===== config.mk =====
export PLATFORM = sky130hd
export DESIGN_NAME = c_like_token_scanner_flat
export DESIGN_NICKNAME = d
export VERILOG_FILES = /design/src/design/cts_pkg.sv /design/src/design/cts_if.sv /design/src/design/c_like_token_scanner.sv /design/src/flat_wrapper.sv
export SDC_FILE = /design/constraint.sdc
export NUM_CORES = 1
export LEC_CHECK = 0
export BUFFER_PORTS_ARGS = -buffer_cell sky130_fd_sc_hd__buf_2
export CAP_MARGIN = 40
export CORE_MARGIN = 3
export CORE_UTILIZATION = 51
export DETAILED_ROUTE_END_ITERATION = 10
export PLACE_DENSITY = 0.68
export SLEW_MARGIN = 20
export SYNTH_ARGS = -nofsm -noshare
export SYNTH_HDL_FRONTEND = slang
export SYNTH_SLANG_ARGS = --single-unit

===== constraint.sdc =====
create_clock -name clk -period 6 [get_ports clk]
set_input_delay 0 -clock clk [delete_from_list [all_inputs] [get_ports clk]]
set_output_delay 0 -clock clk [all_outputs]
set_load 0.005 [all_outputs]

===== src/design/cts_pkg.sv =====
// Shared constants, character classes and defaults for the C-like token scanner.
package cts_pkg;

	localparam int LEN_BITS_DEF = 12;

	localparam logic [7:0] CH_STAR   = 8'h2A;
	localparam logic [7:0] CH_SLASH  = 8'h2F;
	localparam logic [7:0] CH_QUOTE  = 8'h22;
	localparam logic [7:0] CH_BSLASH = 8'h5C;
	localparam logic [7:0] CH_UNDER  = 8'h5F;
	localparam logic [7:0] CH_DOT    = 8'h2E;
	localparam logic [7:0] CH_SPACE  = 8'h20;
	localparam logic [7:0] CH_TAB    = 8'h09;

	localparam logic [2:0] T_INT     = 3'd0;
	localparam logic [2:0] T_FLOAT   = 3'd1;
	localparam logic [2:0] T_IDENT   = 3'd2;
	localparam logic [2:0] T_STRING  = 3'd3;
	localparam logic [2:0] T_SINGLE  = 3'd4;
	localparam logic [2:0] T_COMMENT = 3'd5;

	function automatic logic is_digit(input logic [7:0] c);
		return (c >= 8'h30) && (c <= 8'h39);
	endfunction

	function automatic logic is_alpha(input logic [7:0] c);
		return ((c >= 8'h61) && (c <= 8'h7A)) || ((c >= 8'h41) && (c <= 8'h5A));
	endfunction

	function automatic logic is_blank(input logic [7:0] c);
		return (c == CH_SPACE) || (c == CH_TAB);
	endfunction

endpackage


===== src/design/cts_if.sv =====
// Request channel interfaces: character input and token output.
interface cts_char_if;
	logic       valid;
	logic       ready;
	logic       action;
	logic [7:0] char_code;

	modport source (output valid, output action, output char_code, input ready);
	modport sink   (input valid, input action, input char_code, output ready);
endinterface

interface cts_tok_if #(
	parameter int LENGTH_BITS = cts_pkg::LEN_BITS_DEF
);
	logic                   valid;
	logic                   ready;
	logic [2:0]             token_type;
	logic [LENGTH_BITS-1:0] token_length;
	logic [7:0]             first_char;
	logic                   comment_open;
	logic                   error_code;
	logic                   last;

	modport source (output valid, output token_type, output token_length, output first_char,
		output comment_open, output error_code, output last, input ready);
	modport sink   (input valid, input token_type, input token_length, input first_char,
		input comment_open, input error_code, input last, output ready);
endinterface


===== src/design/c_like_token_scanner.sv =====
// C-like token scanner: scan state machine feeding a four-entry token queue.
// Up to two tokens per request are written to the queue on acceptance and offered on tok.
// Throughput: one character request per cycle while chr.ready is high; tokens drain at
// one per cycle while tok.ready is high; chr.ready drops with fewer than two slots free.
// Reset (arst_n low, asynchronous) returns the scanner to idle and empties the queue.
module c_like_token_scanner #(
	parameter int LENGTH_BITS = cts_pkg::LEN_BITS_DEF
) (
	input  logic        clk,
	input  logic        arst_n,
	cts_char_if.sink    chr,
	cts_tok_if.source   tok
);
	import cts_pkg::*;

	localparam logic [3:0] M_IDLE  = 4'd0;
	localparam logic [3:0] M_INT   = 4'd1;
	localparam logic [3:0] M_FLOAT = 4'd2;
	localparam logic [3:0] M_IDENT = 4'd3;
	localparam logic [3:0] M_STR   = 4'd4;
	localparam logic [3:0] M_ESC   = 4'd5;
	localparam logic [3:0] M_SLASH = 4'd6;
	localparam logic [3:0] M_LINE  = 4'd7;
	localparam logic [3:0] M_BLOCK = 4'd8;
	localparam logic [3:0] M_BSTAR = 4'd9;
	localparam logic [3:0] M_CONT  = 4'd10;

	localparam logic [LENGTH_BITS-1:0] LEN_MAX = {LENGTH_BITS{1'b1}};
	localparam logic [LENGTH_BITS-1:0] LEN_ONE = LENGTH_BITS'(1);

	typedef struct packed {
		logic [2:0]             token_type;
		logic [LENGTH_BITS-1:0] token_length;
		logic [7:0]             first_char;
		logic                   comment_open;
		logic                   error_code;
		logic                   last;
	} tok_t;

	logic [3:0]             mode_q, mode_d;
	logic [LENGTH_BITS-1:0] len_q, len_d, len_inc;
	logic [7:0]             start_q, start_d;

	tok_t       tok_a, tok_b, ent0, ent1;
	logic       a_vld, b_vld, restart;
	logic [7:0] c;

	tok_t       queue_q [4];
	logic [1:0] rd_ptr_q, wr_ptr_q;
	logic [2:0] cnt_q;
	logic       accept, pop;
	logic [1:0] push_n;

	assign c       = chr.char_code;
	assign len_inc = (len_q == LEN_MAX) ? len_q : len_q + LEN_ONE;
	assign accept  = chr.valid && chr.ready;
	assign pop     = tok.valid && tok.ready;

	always_comb begin
		mode_d  = mode_q;
		len_d   = len_q;
		start_d = start_q;
		a_vld   = 1'b0;
		b_vld   = 1'b0;
		restart = 1'b0;
		tok_a   = '{T_SINGLE, LEN_ONE, CH_SLASH, 1'b0, 1'b0, 1'b0};
		tok_b   = '{T_SINGLE, LEN_ONE, c, 1'b0, 1'b0, 1'b0};
		if (chr.action) begin
			mode_d  = M_IDLE;
			len_d   = '0;
			start_d = '0;
			case (mode_q)
				M_INT: begin
					a_vld = 1'b1;
					tok_a = '{T_INT, len_q, start_q, 1'b0, 1'b0, 1'b0};
				end
				M_FLOAT: begin
					a_vld = 1'b1;
					tok_a = '{T_FLOAT, len_q, start_q, 1'b0, 1'b0, 1'b0};
				end
				M_IDENT: begin
					a_vld = 1'b1;
					tok_a = '{T_IDENT, len_q, start_q, 1'b0, 1'b0, 1'b0};
				end
				M_STR, M_ESC: begin
					a_vld = 1'b1;
					tok_a = '{T_STRING, len_q, start_q, 1'b0, 1'b1, 1'b0};
				end
				M_SLASH: begin
					a_vld = 1'b1;
				end
				M_LINE: begin
					a_vld = 1'b1;
					tok_a = '{T_COMMENT, len_q, start_q, 1'b0, 1'b0, 1'b0};
				end
				M_BLOCK, M_BSTAR: begin
					a_vld  = 1'b1;
					tok_a  = '{T_COMMENT, len_q, start_q, 1'b1, 1'b0, 1'b0};
					mode_d = M_CONT;
				end
				M_CONT: begin
					mode_d = M_CONT;
				end
				default: begin
					mode_d = M_IDLE;
				end
			endcase
		end else begin
			case (mode_q)
				M_INT, M_FLOAT: begin
					if (is_digit(c) || c == CH_DOT) begin
						if (c == CH_DOT)
							mode_d = M_FLOAT;
						len_d = len_inc;
					end else begin
						a_vld   = 1'b1;
						tok_a   = '{(mode_q == M_FLOAT) ? T_FLOAT : T_INT, len_q, start_q,
							1'b0, 1'b0, 1'b0};
						restart = 1'b1;
					end
				end
				M_IDENT: begin
					if (is_alpha(c) || is_digit(c) || c == CH_UNDER) begin
						len_d = len_inc;
					end else begin
						a_vld   = 1'b1;
						tok_a   = '{T_IDENT, len_q, start_q, 1'b0, 1'b0, 1'b0};
						restart = 1'b1;
					end
				end
				M_STR: begin
					len_d = len_inc;
					if (c == CH_BSLASH) begin
						mode_d = M_ESC;
					end else if (c == CH_QUOTE) begin
						a_vld  = 1'b1;
						tok_a  = '{T_STRING, len_inc, start_q, 1'b0, 1'b0, 1'b0};
						mode_d = M_IDLE;
						len_d  = '0;
					end
				end
				M_ESC: begin
					len_d  = len_inc;
					mode_d = M_STR;
				end
				M_SLASH: begin
					if (c == CH_SLASH) begin
						len_d  = len_inc;
						mode_d = M_LINE;
					end else if (c == CH_STAR) begin
						len_d  = len_inc;
						mode_d = M_BLOCK;
					end else begin
						a_vld   = 1'b1;
						restart = 1'b1;
					end
				end
				M_LINE: begin
					len_d = len_inc;
				end
				M_BLOCK: begin
					len_d = len_inc;
					if (c == CH_STAR)
						mode_d = M_BSTAR;
				end
				M_BSTAR: begin
					len_d = len_inc;
					if (c == CH_SLASH) begin
						a_vld  = 1'b1;
						tok_a  = '{T_COMMENT, len_inc, start_q, 1'b0, 1'b0, 1'b0};
						mode_d = M_IDLE;
						len_d  = '0;
					end else if (c != CH_STAR) begin
						mode_d = M_BLOCK;
					end
				end
				M_CONT: begin
					if (!is_blank(c)) begin
						start_d = c;
						len_d   = LEN_ONE;
						mode_d  = (c == CH_STAR) ? M_BSTAR : M_BLOCK;
					end
				end
				default: begin
					restart = 1'b1;
				end
			endcase
			if (restart) begin
				start_d = c;
				len_d   = LEN_ONE;
				if (is_blank(c)) begin
					mode_d  = M_IDLE;
					len_d   = '0;
					start_d = '0;
				end else if (is_digit(c)) begin
					mode_d = M_INT;
				end else if (c == CH_QUOTE) begin
					mode_d = M_STR;
				end else if (c == CH_SLASH) begin
					mode_d = M_SLASH;
				end else if (is_alpha(c) || c == CH_UNDER) begin
					mode_d = M_IDENT;
				end else begin
					b_vld  = 1'b1;
					mode_d = M_IDLE;
					len_d  = '0;
				end
			end
		end
	end

	// last marks the final token of the request
	always_comb begin
		ent0      = a_vld ? tok_a : tok_b;
		ent0.last = !(a_vld && b_vld);
		ent1      = tok_b;
		ent1.last = 1'b1;
		push_n    = accept ? ({1'b0, a_vld} + {1'b0, b_vld}) : 2'd0;
	end

	always_ff @(posedge clk or negedge arst_n) begin
		if (!arst_n) begin
			mode_q   <= M_IDLE;
			len_q    <= '0;
			start_q  <= '0;
			rd_ptr_q <= '0;
			wr_ptr_q <= '0;
			cnt_q    <= '0;
		end else begin
			if (accept) begin
				mode_q  <= mode_d;
				len_q   <= len_d;
				start_q <= start_d;
			end
			wr_ptr_q <= wr_ptr_q + push_n;
			if (pop)
				rd_ptr_q <= rd_ptr_q + 2'd1;
			cnt_q <= cnt_q + {1'b0, push_n} - {2'b00, pop};
		end
	end

	always_ff @(posedge clk) begin
		if (push_n != 2'd0)
			queue_q[wr_ptr_q] <= ent0;
		if (push_n == 2'd2)
			queue_q[wr_ptr_q + 2'd1] <= ent1;
	end

	assign chr.ready        = cnt_q < 3'd3;
	assign tok.valid        = cnt_q != 3'd0;
	assign tok.token_type   = queue_q[rd_ptr_q].token_type;
	assign tok.token_length = queue_q[rd_ptr_q].token_length;
	assign tok.first_char   = queue_q[rd_ptr_q].first_char;
	assign tok.comment_open = queue_q[rd_ptr_q].comment_open;
	assign tok.error_code   = queue_q[rd_ptr_q].error_code;
	assign tok.last         = queue_q[rd_ptr_q].last;

endmodule

===== src/flat_wrapper.sv =====
// flat-port wrapper written by rule: the top's interface ports become plain ports
module c_like_token_scanner_flat import cts_pkg::*;
#(
	parameter int LENGTH_BITS = cts_pkg::LEN_BITS_DEF
)
  (clk, arst_n, chr_valid, chr_action, chr_char_code, chr_ready, tok_valid, tok_token_type, tok_token_length, tok_first_char, tok_comment_open, tok_error_code, tok_last, tok_ready);
  cts_char_if chr_i ();
  cts_tok_if #(.LENGTH_BITS(LENGTH_BITS)) tok_i ();
  input  logic clk;
  input  logic arst_n;
  input wire logic [$bits(chr_i.valid)-1:0] chr_valid;
  input wire logic [$bits(chr_i.action)-1:0] chr_action;
  input wire logic [$bits(chr_i.char_code)-1:0] chr_char_code;
  output wire logic [$bits(chr_i.ready)-1:0] chr_ready;
  output wire logic [$bits(tok_i.valid)-1:0] tok_valid;
  output wire logic [$bits(tok_i.token_type)-1:0] tok_token_type;
  output wire logic [$bits(tok_i.token_length)-1:0] tok_token_length;
  output wire logic [$bits(tok_i.first_char)-1:0] tok_first_char;
  output wire logic [$bits(tok_i.comment_open)-1:0] tok_comment_open;
  output wire logic [$bits(tok_i.error_code)-1:0] tok_error_code;
  output wire logic [$bits(tok_i.last)-1:0] tok_last;
  input wire logic [$bits(tok_i.ready)-1:0] tok_ready;
  assign chr_i.valid = chr_valid;
  assign chr_i.action = chr_action;
  assign chr_i.char_code = chr_char_code;
  assign chr_ready = chr_i.ready;
  assign tok_valid = tok_i.valid;
  assign tok_token_type = tok_i.token_type;
  assign tok_token_length = tok_i.token_length;
  assign tok_first_char = tok_i.first_char;
  assign tok_comment_open = tok_i.comment_open;
  assign tok_error_code = tok_i.error_code;
  assign tok_last = tok_i.last;
  assign tok_i.ready = tok_ready;
  c_like_token_scanner #(.LENGTH_BITS(LENGTH_BITS)) u_core (.clk(clk), .arst_n(arst_n), .chr(chr_i), .tok(tok_i));
endmodule

==> results of run 1 <==
## through the flow
step	utilization, %	worst slack [ns]	std cells
2_1_floorplan	-	2.32	738
3_3_place_gp	54.6	1.88	909
3_5_place_dp	54.7	1.70	910
4_1_cts	59.5	1.68	952
5_1_grt	59.7	1.31	954
6_report	59.7	1.74	954
## kinds of logic (layout without fill, tap and decap cells)
logic type	count (synthesis)	after routing
adder cells (fa/ha/maj)	7	7
AO/OA/AOI/OAI	228	228
flip-flops	135	135
XOR/XNOR	15	15
buffers and inverters	83	119
multiplexers	30	30
AND/OR/NAND/NOR	240	240
## power by group
part	switching [mW]	total, mW	internal (mW)
logic	0.763	1.28	0.515
registers	0.171	1.26	1.09
clock network	0.415	1.03	0.613
## path summary, 6_finish.rpt
| check | end | depth (start not counted) | slack [ns] | start |
|---|---|---|---|---|
| hold reg to reg | u_core.queue_q[1][0] | 1 | 0.46 | u_core.queue_q[1][0] |
| setup / recovery | u_core.queue_q[2][22] | 11 | 1.74 | u_core.mode_q[0] |
| min in group asynchronous | u_core.mode_q[0] | 3 | 0.09 | arst_n |
| max in group asynchronous | u_core.wr_ptr_q[0] | 3 | 5.15 | arst_n |
| setup reg to reg | u_core.queue_q[2][22] | 11 | 1.74 | u_core.mode_q[0] |
| hold / removal | u_core.start_q[0] | 3 | 0.04 | chr_char_code[0] |
## registers in the layout (all words and copies together), names as in the netlist
signal and count:
u_core.cnt_q 3, u_core.len_q 12, u_core.mode_q 4, u_core.queue_q 104, u_core.rd_ptr_q 2, u_core.start_q 8, u_core.wr_ptr_q 2
## placed cells by master (no fill, tap or decap), types with 7 or more instances in the layout
cell type,synthesis,routed
dlygate4sd3_1,0,10
o211ai_1,10,10
mux4_2,26,26
a21o_1,13,13
and2_1,11,11
nor2_1,49,49
nand3_1,23,23
o31ai_1,15,15
xor2_1,7,7
a21oi_1,18,18
clkbuf_16,0,17
buf_4,5,9
o21ai_1,8,8
o2bb2ai_1,33,33
dfxtp_1,72,72
o21ai_0,35,35
buf_2,15,41
or3_1,9,9
xnor2_1,8,8
nand2_1,70,70
inv_1,24,24
a221o_1,12,12
nor3_1,17,17
edfxtp_1,32,32
dfrtp_1,31,31
a22o_1,35,35
and3_1,7,7
## final cells by class
cell class	instances	area, um^2	share of cell area, %
multi-input cells	520	3930	46.7
flip-flops and latches	135	3180	37.8
clock buffers	18	429	5.10
repair buffers	62	408	4.85
well taps	180	225	2.68
clock inverters	14	148	1.76
inverters	25	93.8	1.12
## worst max-delay path, cell delays in order, from the launching register on
cell	delay (ns)
dfrtp_1	0.86
nor2_1	0.21
a22o_1	0.30
nor2_1	0.30
nand2_1	0.20
and3b_1	0.23
ha_1	0.40
nor2_1	0.15
nor2_1	0.18
nand3b_1	0.37
nor2_1	0.74
a221o_1	0.25
## per-layer routing
layer | up-vias | GRT usage, %
met2 | 281 | 41.1
li1 | 2868 | -
met4 | 0 | 9.65
met5 | - | 0
met3 | 50 | 7.15
met1 | 3125 | 36.0
==> results by group, run 1 <==
Run status
  – Status: completed

Detailed routing
  – Routed Antenna Nets: 0
  – # DRC: 0
  – TritonRoute pass-1 iters: 6
  – Avg WL per Cell: about 22 um
  – Vias per cell: 6.63
  – Via Count: 6324
  – Routed wl met2: 9920 um
  – DR top layer: met4
  – Starting DRT DRC Count: between 700 and 800
  – WL met3: about 1600 um
  – Met1 Routed Length: between 9000 and 10000 um
  – Post-Route WL: between 20000 and 25000 um

Placement
  – Placer Congestion: between 0.9 and 1
  – Area after DPL: ~7700 um^2
  – DP HPWL: 14600 um
  – # port buffers: 40

Yosys
  – Synth Area in XOR/XNOR: 1.76%
  – #FFs+latches synth: approximately 140
  – Leading area contributor after synthesis: dfxtp_1
  – Mapped Cells: around 740
  – Synth Area in Compound Gates: 23.7%
  – Synth cell types: 84
  – Sequential cell area fraction in the yosys report: around 43%
  – Post-synthesis mux area share: 8.38%
  – Number of flops mapped to enable cells by yosys: 32
  – Top-count cell post-synth: dfxtp_1
  – Number of synthesis warnings: 0
  – Syn_area_per_cell: between 10 and 15 um^2
  – Ys async rst share: a little under a quarter
  – Synth area leaders: dfxtp_1 (19%), edfxtp_1 (13%), dfrtp_1 (10%)
  – Dominant synthesized flop cell: dfxtp_1
  – Adder-Cell Fraction of Synth Area: under 10%
  – Synth cell count leaders: dfxtp_1 (72), nand2_1 (70), nor2_1 (49), a22o_1 (35), o21ai_0 (35)
  – Top-area cell type share of the netlist area: 19.3%
  – Combinational family with the most area after synthesis: compound AO/OA/AOI/OAI gates
  – Mapped cell area: 7480 um^2
  – Syn Nets: between 700 and 800
  – Synth Area in Simple Gates: between 10% and 20%

Clocking
  – Clock transition at the registers of the reported paths: ~0.060 ns
  – Hold buffers post-CTS: 10
  – CTS Buf Count: 17
  – CTS tree: yes
  – H-tree Lvls: 4
  – Setup bufs post-CTS: 0
  – Clk_lat worst skew: roughly 0.43 ns
  – CTS sink cnt: around 140
  – Clk root buf: clkbuf_16
  – Clock Path Buffers: 2
  – Post_cts resized: 0

Floorplanning
  – DIE AREA: around 16000 um^2
  – Die height: 127 um
  – Rows: 43
  – IO Pins: between 40 and 50
  – Starting density of the core: between 50% and 60%
  – Die width: 127 um
  – Core area: 14100 um^2

Power
  – PnR Total Power: roughly 3.6 mW
  – PD cells: 424 nW/um^2
  – Max VDD drop: about 0.23 mV
  – Leak: 3.31 nW

Timing
  – Minimum clock period: between 4 and 5 ns
  – Period utilization: 71.0%
  – Hold Violations, Final: 0
  – FMAX: about 230 MHz
  – Unrepaired setup endpoints after global routing: false
  – Max_slew headroom: 44.1%
  – Count of pins over their slew limit: 0
  – Worst Hold Slack: 0.0443 ns
  – Clock Skew: roughly 0.012 ns
  – Slew @ Worst Pin: roughly 0.84 ns
  – Setup TNS: 0 ns
  – # setup viols final: 0

Setup path
  – CP endpoint kind: register
  – Crit-path max FO: 27
  – Worst EP required: between 6 and 7 ns
  – Critical path type: register to register
  – CP startpoint kind: register
  – Arrival time worst endpoint: 4.62 ns

Cells and area
  – Synthesis-to-finish area growth: 12.5%
  – Nets: between 700 and 800
  – N_diodes: 0
  – Design Area, Final: roughly 8400 um^2
  – Layout fillers: 1174
  – Share of post-route cells with drive strength above 1: between 15 and 20%

Run
  – Maxcap violations: 0

Hold path
  – Tightest Hold Check Type: input pin to register

Global route
  – Pin count of the biggest net entering global routing: 31
  – Total gr overflow: 0
  – Vias in the first global route: 6062
  – Global-route wire length before repair: between 30000 and 40000 um
  – Overall Global Routing Usage: 26.6%
  – Antenna violations before repair: 0
Power figures use the tool's default switching activity.
==> run 2, diff against run 1 <==
- clock period: 6 -> 3.92 ns (I/O delays scaled with it)
==> results by group, run 2 (synthesized netlist as in run 1, its figures left out) <==
Cells and area
  – Area of the multi-input gates: 3950 um^2 (+0.45%)
  – Top Registers: u_core.queue_q (104), u_core.len_q (12), u_core.start_q (8)
  – Fin util: 61.5% (+1.8 points)
  – FF+latch area: 3180 um^2 (unchanged)
  – Synthesis-to-finish area growth: 15.9%
  – N_diodes: 0 (unchanged)
  – Commonest non-fill, non-tap cell in the layout: dfxtp_1
  – Biggest register: u_core.queue_q
  – Most frequent cells in the layout: dfxtp_1 (72), nand2_1 (70), nor2_1 (48)
  – Layout fillers: 1137 (-3.2%)
  – Nets: 805 (+3.1%)
  – Max reg flops: 104 (unchanged)
  – Share of post-route cells with drive strength above 1: 19.8% (+3.0 points)
  – Post-Layout Cell Count: 978 (+2.5%)

Timing
  – Minimum clock period: roughly 3.8 ns
  – FMAX: around 270 MHz
  – Unrepaired setup endpoints after global routing: true
  – Hold Violations, Final: 0 (unchanged)
  – Count of pins over their slew limit: 0 (unchanged)
  – Max_slew headroom: 43.3% (-0.78 points)
  – # setup viols final: 0 (unchanged)
  – Slew @ Worst Pin: 0.847 ns (+0.0116 ns)
  – Clock Skew: 0.0116 ns (-0.000512 ns)
  – Period utilization: between 90% and 100%

Global route
  – Global-route wire length before repair: 34000 um (+1.4%)
  – Total gr overflow: 0 (unchanged)
  – Pin count of the biggest net entering global routing: 32 (+3.2%)
  – Overall Global Routing Usage: 26.8% (+0.19 points)
  – Vias in the first global route: 6106 (+0.73%)
  – Antenna violations before repair: 0 (unchanged)

Placement
  – # port buffers: 40 (unchanged)
  – DP HPWL: 15000 um (+2.2%)
  – Post-placement cell count: 935 (+2.7%)
  – Placer Congestion: 0.966 (-1.7%)

Clocking
  – Clk_lat worst skew: 0.42 ns (about the same)
  – Clock Path Buffers: 2 (unchanged)
  – Clock transition at the registers of the reported paths: 0.06 ns (about the same)
  – CTS Buf Count: 17 (unchanged)
  – Clk root buf: clkbuf_16
  – H-tree Lvls: 4 (unchanged)
  – CTS sink cnt: 135 (unchanged)
  – CTS tree: yes
  – Setup bufs post-CTS: 0 (unchanged)

Detailed routing
  – Via Count: 6439 (+1.8%)
  – Vias per cell: 6.58 (-0.68%)
  – # DRC: 0 (unchanged)
  – Starting DRT DRC Count: 798 (+14%)
  – Routed Antenna Nets: 0 (unchanged)
  – Avg WL per Cell: 21.5 um (-2.8%)
  – Post-Route WL: 21000 um (-0.36%)
  – TritonRoute pass-1 iters: 5 (-1)

Hold path
  – Tightest Hold Check Type: input pin to register
  – Hold path start: chr_char_code[3]

Setup path
  – Reg2Reg Launch Point: u_core.mode_q[0]
  – Worst EP required: 4.16 ns (-2.21 ns)
  – CP startpoint kind: input pin
  – Arrival time worst endpoint: 3.99 ns (-0.63 ns)
  – Crit-path max FO: 15 (-44%)
  – Worst Setup SP: chr_char_code[5]
  – Critical path type: input pin to register
  – CP endpoint kind: register

Floorplanning
  – Die height: 127 um (unchanged)
  – DIE AREA: 16200 um^2 (unchanged)
  – Die width: 127 um (unchanged)
  – IO Pins: 41 (unchanged)
  – Rows: 43 (unchanged)
  – Core area: 14100 um^2 (unchanged)
  – Starting density of the core: 53.0% (unchanged)

Power
  – Leak: 3.47 nW (+4.9%)
  – Max VDD drop: 0.364 mV (+59%)
  – PD cells: 658 nW/um^2 (+55%)

Run status
  – Status: completed

Run
  – Maxcap violations: 0 (unchanged)
==> run 2: where the power goes <==
part	internal (mW)	switching (mW)	leakage, nW
clock	1.04	0.638	0.307
combinational	0.890	1.20	1.88
sequential	1.67	0.255	1.29
total	3.61	2.10	3.47
==> run 2: critical path: stages <==
cell,delay (ns)
dlygate4sd3_1,0.53
buf_2,0.24
or3b_4,0.45
nor4_1,0.50
nor2_1,0.13
nand2_1,0.11
and3b_1,0.19
ha_1,0.41
nor2_1,0.10
buf_4,0.16
nor2_1,0.15
nand3_1,0.32
o21ai_2,0.50
o2bb2ai_1,0.20
==> run 2: stage by stage <==
step           instance area, um^2  setup TNS (ns)  worst slack, ns  hold WS, ns  total power, mW
3_3_place_gp                  7880               0            0.351        0.136             3.91
5_1_grt                       8670          -0.101          -0.0341       0.0566             6.01
2_1_floorplan                 7480               0            0.238       -0.296             3.33
6_report                      8670               0            0.170       0.0407             5.70
3_5_place_dp                  7910               0            0.306        0.144             3.99
4_1_cts                       8610               0            0.265      0.00937             5.70
==> run 2: routing by layer <==
metal	global-route usage, %	wire (um)	up-vias
li1	-	-	2925
met1	37.7	9190	3159
met2	41.3	9800	329
met3	6.81	1730	26
met4	7.26	295	0
met5	0	0	-
==> run 2: final timing paths <==
path / end / slack [ns] / cells past startpoint
max in group asynchronous: u_core.len_q[3] / 2.99 / 4
setup reg to reg: u_core.queue_q[1][22] / 0.31 / 12
hold reg to reg: u_core.queue_q[0][17] / 0.47 / 2
setup / recovery: u_core.queue_q[3][9] / 0.17 / 14
hold / removal: u_core.start_q[3] / 0.04 / 3
min in group asynchronous: u_core.rd_ptr_q[0] / 0.51 / 3
==> run 2: final cells by class <==
cell class | instances | area share (%)
Inverter | 25 | 1.08
Tap cell | 180 | 2.60
Sequential cell | 135 | 36.7
Timing Repair Buffer | 86 | 6.90
Multi-Input combinational cell | 520 | 45.5
Clock buffer | 21 | 5.69
Clock inverter | 11 | 1.54
==> run 2: timing repair <==
| action | 4_1_cts | 5_1_grt |
|---|---|---|
| gates resized for setup | 0 | 3 |
| hold buffers | 8 | 1 |
| hold endpoints to repair | 38 | 7 |
| endpoints found under the setup margin | 0 | 27 |
